$ cat config.mk
export PLATFORM = sky130hd
export DESIGN_NAME = websocket_frame_encoder
export DESIGN_NICKNAME = d
export VERILOG_FILES = /design/src/rtl/core/wsfe_pkg.sv /design/src/rtl/core/wsfe_hdr.sv /design/src/rtl/core/wsfe_frame.sv /design/src/rtl/core/websocket_frame_encoder.sv
export VERILOG_INCLUDE_DIRS = /design/src /design/src/rtl/core
export SDC_FILE = /design/constraint.sdc
export NUM_CORES = 1
export LEC_CHECK = 0
export BUFFER_PORTS_ARGS = -buffer_cell sky130_fd_sc_hd__buf_4
export CAP_MARGIN = 20
export CORE_ASPECT_RATIO = 0.9
export CORE_MARGIN = 2
export CORE_UTILIZATION = 35
export CTS_BUF_LIST = sky130_fd_sc_hd__clkbuf_8
export DETAILED_ROUTE_END_ITERATION = 10
export PLACE_DENSITY = 0.54
export SKIP_CTS_REPAIR_TIMING = 1
export SLEW_MARGIN = 20
export SYNTH_ARGS = -nofsm -noshare
export SYNTH_HDL_FRONTEND = slang
export SYNTH_SLANG_ARGS = --single-unit
$ cat constraint.sdc
create_clock -name clk -period 6.55 [get_ports clk]
set_input_delay 1.31 -clock clk [delete_from_list [all_inputs] [get_ports clk]]
set_output_delay 1.31 -clock clk [all_outputs]
set_load 0.02 [all_outputs]
$ cat src/rtl/core/websocket_frame_encoder_assert.svh
// Assertion macros used by the encoder top level.
`ifndef WEBSOCKET_FRAME_ENCODER_ASSERT_SVH
`define WEBSOCKET_FRAME_ENCODER_ASSERT_SVH

// Same-cycle implication, disabled while reset is asserted.
`define WSFE_ASSERT_NOW(label, clk, rst_n, ante, cons) \
	label: assert property (@(posedge clk) disable iff (!rst_n) (ante) |-> (cons)) \
		else $error("wsfe assertion failed");

// Next-cycle implication, disabled while reset is asserted.
`define WSFE_ASSERT_NEXT(label, clk, rst_n, ante, cons) \
	label: assert property (@(posedge clk) disable iff (!rst_n) (ante) |=> (cons)) \
		else $error("wsfe assertion failed");

`endif

$ cat src/rtl/core/wsfe_pkg.sv
package wsfe_pkg;

	localparam int LEN_W = 63;
	localparam int KEY_W = 32;
	localparam int IDX_W = 4;

	localparam logic [7:0]       HDR_FIN       = 8'h80;
	localparam logic [6:0]       LEN_CODE_16   = 7'd126;
	localparam logic [6:0]       LEN_CODE_64   = 7'd127;
	localparam logic [LEN_W-1:0] LEN_MAX_SHORT = LEN_W'(125);
	localparam logic [LEN_W-1:0] LEN_MAX_16    = LEN_W'(16'hFFFF);

	typedef enum logic {
		ACT_START = 1'b0,
		ACT_DATA  = 1'b1
	} action_t;

	typedef enum logic [1:0] {
		ST_OK        = 2'd0,
		ST_CTRL_LONG = 2'd1,
		ST_NO_FRAME  = 2'd2
	} status_t;

	// One result item as it leaves the block
	typedef struct packed {
		logic [7:0] data;
		logic       byte_valid;
		logic       last;
		logic       fend;
		status_t    status;
	} res_t;

	// Frame state update strobes
	typedef struct packed {
		logic open_frame;
		logic take_byte;
	} frame_cmd_t;

endpackage

$ cat src/rtl/core/wsfe_hdr.sv
module wsfe_hdr (
	input  logic [3:0]                  opcode,
	input  logic [wsfe_pkg::LEN_W-1:0]  len,
	input  logic [wsfe_pkg::KEY_W-1:0]  key,
	input  logic                        masked,
	input  logic [wsfe_pkg::IDX_W-1:0]  idx,
	output wsfe_pkg::res_t              res
);
	import wsfe_pkg::*;

	logic             len_short;
	logic             len_16;
	logic [IDX_W-1:0] nlen;
	logic [IDX_W-1:0] last_idx;
	logic [IDX_W-1:0] j;
	logic [IDX_W-1:0] kj;
	logic [2:0]       sel;
	logic [6:0]       code7;
	logic [63:0]      len64;
	logic [7:0]       len_bytes [8];
	logic [7:0]       key_bytes [4];

	assign len64 = {1'b0, len};

	always_comb begin
		for (int b = 0; b < 8; b++) begin
			len_bytes[b] = len64[8*(7-b) +: 8];
		end
		for (int b = 0; b < 4; b++) begin
			key_bytes[b] = key[8*(3-b) +: 8];
		end
	end

	assign len_short = (len <= LEN_MAX_SHORT);
	assign len_16    = !len_short && (len <= LEN_MAX_16);
	assign nlen      = len_short ? IDX_W'(0) : (len_16 ? IDX_W'(2) : IDX_W'(8));
	assign last_idx  = IDX_W'(1) + nlen + (masked ? IDX_W'(4) : IDX_W'(0));
	assign code7     = len_short ? len[6:0] : (len_16 ? LEN_CODE_16 : LEN_CODE_64);
	assign j         = idx - IDX_W'(2);
	assign kj        = j - nlen;
	// 16-bit length sits in the low two bytes of the 64-bit big-endian view
	assign sel       = (len_16 ? 3'd6 : 3'd0) + j[2:0];

	always_comb begin
		res.byte_valid = 1'b1;
		res.status     = ST_OK;
		res.last       = (idx == last_idx);
		res.fend       = (idx == last_idx) && (len == '0);
		if (idx == IDX_W'(0)) begin
			res.data = HDR_FIN | {4'd0, opcode};
		end else if (idx == IDX_W'(1)) begin
			res.data = {masked, code7};
		end else if (j < nlen) begin
			res.data = len_bytes[sel];
		end else begin
			res.data = key_bytes[kj[1:0]];
		end
	end

endmodule

$ cat src/rtl/core/wsfe_frame.sv
module wsfe_frame (
	input  logic                        clk,
	input  logic                        arst_n,
	input  wsfe_pkg::frame_cmd_t        cmd,
	input  logic [wsfe_pkg::LEN_W-1:0]  len,
	input  logic [wsfe_pkg::KEY_W-1:0]  key,
	input  logic                        masked,
	input  logic [7:0]                  data_byte,
	output logic                        frame_open,
	output wsfe_pkg::res_t              res
);
	import wsfe_pkg::*;

	logic             open_q;
	logic [LEN_W-1:0] left_q;
	logic [1:0]       phase_q;
	logic [KEY_W-1:0] key_q;
	logic             masked_q;
	logic             end_byte;
	logic [7:0]       key_byte;

	// bytes_left never reaches zero while open, so the last byte is left == 1
	assign end_byte   = (left_q == LEN_W'(1));
	assign key_byte   = key_q[8*(3-phase_q) +: 8];
	assign frame_open = open_q;

	always_comb begin
		res.data       = masked_q ? (data_byte ^ key_byte) : data_byte;
		res.byte_valid = 1'b1;
		res.last       = 1'b1;
		res.fend       = end_byte;
		res.status     = ST_OK;
	end

	always_ff @(posedge clk or negedge arst_n) begin
		if (!arst_n) begin
			open_q   <= 1'b0;
			left_q   <= '0;
			phase_q  <= '0;
			key_q    <= '0;
			masked_q <= 1'b0;
		end else if (cmd.open_frame) begin
			open_q   <= (len != '0);
			left_q   <= len;
			phase_q  <= '0;
			key_q    <= key;
			masked_q <= masked;
		end else if (cmd.take_byte) begin
			phase_q <= phase_q + 2'd1;
			left_q  <= left_q - LEN_W'(1);
			if (end_byte) begin
				open_q <= 1'b0;
			end
		end
	end

endmodule

$ cat src/rtl/core/websocket_frame_encoder.sv
// Channel  Handshake              Payload
// cmd      cmd_valid / cmd_stall  action, opcode, payload_length, mask_key, data_byte
// frm      frm_valid / frm_stall  out_byte, byte_valid, last_of_run, frame_end, status
// cfg      cfg_we                 cfg_wdata (mask_outgoing)
//
// A payload item yields one result; payload bytes stream at one per clock while frm_stall is low.
// A start item emits 2, 4 or 10 header bytes plus 4 key bytes when masking, one header byte
// per cycle from the header sequencer while frm_stall is low; a rejected one emits one status result.
// A result passes through the input register, then the result register.
// arst_n clears the control state and sets mask_outgoing; no clearing pass.
// A stalled result holds; the input register takes a new item in the same
// cycle the held item hands over its last result.
module websocket_frame_encoder (
	input  logic                        clk,
	input  logic                        arst_n,
	// configuration
	input  logic                        cfg_we,
	input  logic                        cfg_wdata,
	// command items
	input  logic                        cmd_valid,
	output logic                        cmd_stall,
	input  logic                        action,
	input  logic [3:0]                  opcode,
	input  logic [wsfe_pkg::LEN_W-1:0]  payload_length,
	input  logic [wsfe_pkg::KEY_W-1:0]  mask_key,
	input  logic [7:0]                  data_byte,
	// frame bytes
	output logic                        frm_valid,
	input  logic                        frm_stall,
	output logic [7:0]                  out_byte,
	output logic                        byte_valid,
	output logic                        last_of_run,
	output logic                        frame_end,
	output logic [1:0]                  status
);
	import wsfe_pkg::*;

	`include "websocket_frame_encoder_assert.svh"

	// config register: client side by default
	logic mask_outgoing_q;

	// input register stage
	logic             valid_s1;
	action_t          action_s1;
	logic [3:0]       opcode_s1;
	logic [LEN_W-1:0] len_s1;
	logic [KEY_W-1:0] key_s1;
	logic [7:0]       data_s1;

	// header byte counter
	logic [IDX_W-1:0] idx_q;

	// result register
	logic valid_s2;
	res_t res_s2;

	res_t       hdr_res;
	res_t       pay_res;
	res_t       res;
	logic       frame_open;
	logic       reject;
	logic       adv;
	logic       done;
	frame_cmd_t fcmd;

	always_ff @(posedge clk or negedge arst_n) begin
		if (!arst_n) begin
			mask_outgoing_q <= 1'b1;
		end else if (cfg_we) begin
			mask_outgoing_q <= cfg_wdata;
		end
	end

	wsfe_hdr u_hdr (
		.opcode (opcode_s1),
		.len    (len_s1),
		.key    (key_s1),
		.masked (mask_outgoing_q),
		.idx    (idx_q),
		.res    (hdr_res)
	);

	wsfe_frame u_frame (
		.clk        (clk),
		.arst_n     (arst_n),
		.cmd        (fcmd),
		.len        (len_s1),
		.key        (key_s1),
		.masked     (mask_outgoing_q),
		.data_byte  (data_s1),
		.frame_open (frame_open),
		.res        (pay_res)
	);

	// control frame with a payload over 125 bytes is refused outright
	assign reject = opcode_s1[3] && (len_s1 > LEN_MAX_SHORT);

	always_comb begin
		res = '{data: '0, byte_valid: 1'b0, last: 1'b1, fend: 1'b0, status: ST_OK};
		case (action_s1)
			ACT_START: begin
				if (reject) begin
					res.status = ST_CTRL_LONG;
				end else begin
					res = hdr_res;
				end
			end
			ACT_DATA: begin
				if (frame_open) begin
					res = pay_res;
				end else begin
					res.status = ST_NO_FRAME;
				end
			end
			default: begin
				res.status = ST_OK;
			end
		endcase
	end

	// one result moves into the result register whenever it is free or draining
	assign adv  = valid_s1 && (!valid_s2 || !frm_stall);
	assign done = adv && res.last;

	assign fcmd.open_frame = done && (action_s1 == ACT_START) && !reject;
	assign fcmd.take_byte  = adv && (action_s1 == ACT_DATA) && frame_open;

	assign cmd_stall = valid_s1 && !done;

	always_ff @(posedge clk or negedge arst_n) begin
		if (!arst_n) begin
			valid_s1 <= 1'b0;
			idx_q    <= '0;
			valid_s2 <= 1'b0;
		end else begin
			if (cmd_valid && !cmd_stall) begin
				valid_s1 <= 1'b1;
			end else if (done) begin
				valid_s1 <= 1'b0;
			end
			if (done) begin
				idx_q <= '0;
			end else if (adv) begin
				idx_q <= idx_q + IDX_W'(1);
			end
			if (adv) begin
				valid_s2 <= 1'b1;
			end else if (!frm_stall) begin
				valid_s2 <= 1'b0;
			end
		end
	end

	always_ff @(posedge clk) begin
		if (cmd_valid && !cmd_stall) begin
			action_s1 <= action_t'(action);
			opcode_s1 <= opcode;
			len_s1    <= payload_length;
			key_s1    <= mask_key;
			data_s1   <= data_byte;
		end
		if (adv) begin
			res_s2 <= res;
		end
	end

	assign frm_valid   = valid_s2;
	assign out_byte    = res_s2.data;
	assign byte_valid  = res_s2.byte_valid;
	assign last_of_run = res_s2.last;
	assign frame_end   = res_s2.fend;
	assign status      = res_s2.status;

	// a mid-header count only exists while a start item is held
	`WSFE_ASSERT_NOW(a_idx_start, clk, arst_n, idx_q != '0, valid_s1 && (action_s1 == ACT_START))
	// a flagged (non-byte) result always closes its run
	`WSFE_ASSERT_NOW(a_flag_last, clk, arst_n, frm_valid && !byte_valid, last_of_run)
	// the final frame byte is always the last result of its item
	`WSFE_ASSERT_NOW(a_end_last, clk, arst_n, frm_valid && frame_end, last_of_run && byte_valid)
	// once a run completes, the header counter restarts
	`WSFE_ASSERT_NEXT(a_idx_clear, clk, arst_n, done, idx_q == '0)

endmodule
==> metrics.txt <==
run status completed; Ant. Diodes 0; clock-pin slew on the worst setup and hold paths 0.06 ns; CP Buf/Inv Count 3; fin. max-slew vios 0; maximum clock rate 185 MHz; clock skew 0.0397 ns; P&R area growth vs syn 20.8%; Final setup viols 0; pre-CTS setup slack 1.77 ns; worst-skew pair later-pin latency 0.56 ns; clk root buf clkbuf_8; Worst path top cell family by delay simple AND/OR/NAND/NOR gates; quantity of I/O buffers inserted on ports 128; Net Sw Power 821 µW; leakage 0.00520 µW; max_slew headroom 0.266; Gate power share 0.104; vias in the first global route 7787; Post-Synthesis Net Count 1023; setup TNS 0 ns; drt pass-1 iters 5; GRT Overall Usage 0.200; Req. time, crit path 5.24 ns; clk sinks 227; Worst R2R Path Depth 11; Max Fanout on Critical Path 10; DRT Wirelength 31600 µm; post-route ant nets 0; post-synthesis sequential area ratio 0.598; routability cong. 0.881; Top FF cell, synth edfxtp_1; critical path data arrival time 4.10 ns; crit-path cells nor4_1 > nand4_1 > or3_1 > nor2_1 > ha_1 > nor3_1 > a211oi_1 > buf_4 > o21ai_0 > inv_1 > buf_4; Core Footprint 29700 µm²; Final Hold Vio Count 0; Final Critical Period 5.41 ns; Synth Instances 899; WL/cell 21.5 µm; Syn Area/Cell 11.7 µm²; Crit-path slowest cell or3_1; TritonCTS buffer count 39; layout cell share with drive strength beyond 1 0.226; initial antenna violation count 0; CTS H-tree depth 2; VDD IR max 124 µV; clock share of power 0.387; MaxCap Viol Count 0; WHS Path Cells 2; crit path capture type output pin; I/O pin count 129; Residual DRC 0; Final Util 0.427; Die ar. 31400 µm²; CTS tree yes; Worst-Margin Slew 1.10 ns; Sw Ratio 0.255; crit-path most repeated cell buf_4; largest net degree at the start of global routing 82; EDFF count, synth 121; clk buf depth 3; std cell rows 60; GRT Residual Overflow 0; Total Nets Final 1161; ys async rst share 0.467; slowest stage delay, CP 0.58 ns; vias per cell 5.48; Yosys reg bits 227; setup ws final 1.14 ns; Die W 187 µm; Fillers 2880; Cell Pwr Density 254 nW/µm²; critical path depth in cells 11; Hold WC Path Type reg -> reg; first-pass GRT wire length 47800 µm; die height 168 µm; initial core utilization 0.353; Yosys Warn Count 0; initial drt markers 738; library cells used by synthesis 63; Seq pwr share 0.509; RSZ-0062 raised after global routing false; CP startpoint kind register; Vias 8054; cell area after synthesis 10500 µm²; Final period util 0.826; Detailed Place HPWL 22500 µm; Internal 2400 µW; Setup Crit Path Kind reg -> out
[cells in the mapped netlist, drive strengths merged (3+ instances only)]
library cell  instances  area [µm²]
nor2                 45         169
o22ai                 8        50.1
clkbuf               39         146
xnor2                12         105
o21ai                46         230
nand2b                6        37.5
dfrtp               105        2630
a21oi                15        75.1
a221o                13         130
o211ai               27         203
nand2               185         694
nor4                 17         106
edfxtp              121        3630
o41ai                 3        26.3
ha                   10         125
a22oi                 3        22.5
a21o                  3        22.5
a31oi                 6        37.5
xor2                 14         123
nor3                 31         155
a31o                  5        43.8
nand4                10        62.6
or3                  19         135
o311ai               16         140
and3                  5        31.3
mux4                 31         698
and2                  3        18.8
nand3                43         215
or2                   4        25.0
or4                   9        75.1
inv                  13        48.8
[final timing paths]
check | startpoint | to | slack (ns)
worst min register to register | key_s1[7] | u_frame.key_q[7] | 0.46
max in group asynchronous | arst_n | u_frame.left_q[54] | 4.45
min in group asynchronous | arst_n | u_frame.left_q[21] | 0.84
worst max register to register | len_s1[17] | len_s1[1] | 1.77
worst max-delay path | len_s1[17] | cmd_stall | 1.14
worst min-delay path | key_s1[7] | u_frame.key_q[7] | 0.46
[final cells by class]
cell class / count / area [µm²] / share of cell area
clock buffers: 48 / 661 / 0.0520
clock inverters: 23 / 110 / 0.00867
inverters: 14 / 52.6 / 0.00414
multi-input cells: 617 / 4020 / 0.317
flip-flops and latches: 227 / 6290 / 0.495
well taps: 403 / 504 / 0.0397
repair buffers: 138 / 1060 / 0.0836
[logic make-up after synthesis]
kind of cell / synth area share
simple gates: 0.171
fa+ha+maj: 0.0119
flops: 0.598
xor+xnor: 0.0217
mux: 0.0705
buf+inv: 0.0198
compound gates: 0.107
[cell usage in the layout, fill, tap and decap left out, types with 15 or more instances in the layout]
cell type  instances
or3_1             15
edfxtp_1         121
clkbuf_8          48
nand3_1           43
a21oi_1           15
buf_4            136
nor4_1            17
dfrtp_1          105
mux4_2            31
nor3_1            31
nand2_1          185
inv_1             28
nor2_1            45
o211ai_1          27
o21ai_0           32
[flip-flops by register name, indices dropped and copies added, names as in the netlist, 2 cells and up]
name	count
u_frame.left_q	63
status	2
key_s1	32
u_frame.key_q	32
len_s1	63
out_byte	8
data_s1	8
idx_q	4
opcode_s1	4
u_frame.phase_q	2
[metal layers]
| metal | share of wire | routed length (µm) | vias to the layer above | global-route usage |
|---|---|---|---|---|
| li1 | - | - | 3688 | - |
| met2 | 0.44 | 13800 | 345 | 0.297 |
| met4 | 0.025 | 775 | 0 | 0.0600 |
| met5 | 0 | 0 | - | 0 |
| met1 | 0.47 | 14700 | 3958 | 0.294 |
| met3 | 0.072 | 2260 | 63 | 0.0411 |
[stage by stage]
step	cells	hold WS [ns]	power, µW	instance area [µm²]
4_1_cts	1470	0.467	3260	12700
3_5_place_dp	1399	0.451	2000	11900
6_report	1470	0.465	3220	12700
5_1_grt	1470	0.482	3350	12700
2_1_floorplan	899	0.435	1820	10500
3_3_place_gp	1399	0.452	2000	11900
[tightest hold or removal path, cell delays in order, from the launching register on]
cell,delay [ns]
edfxtp_1,0.34
nand2_1,0.05
nand2_1,0.05
[power groups by stage]
stage	Sequential, µW	Combinational [µW]	Clock [µW]
after detailed placement	1670	336	0
after floorplan	1660	161	0
final	1640	334	1250
after global placement	1660	337	0
after CTS	1640	338	1280
after global routing	1640	361	1340
(Power assumes the default switching activity.)
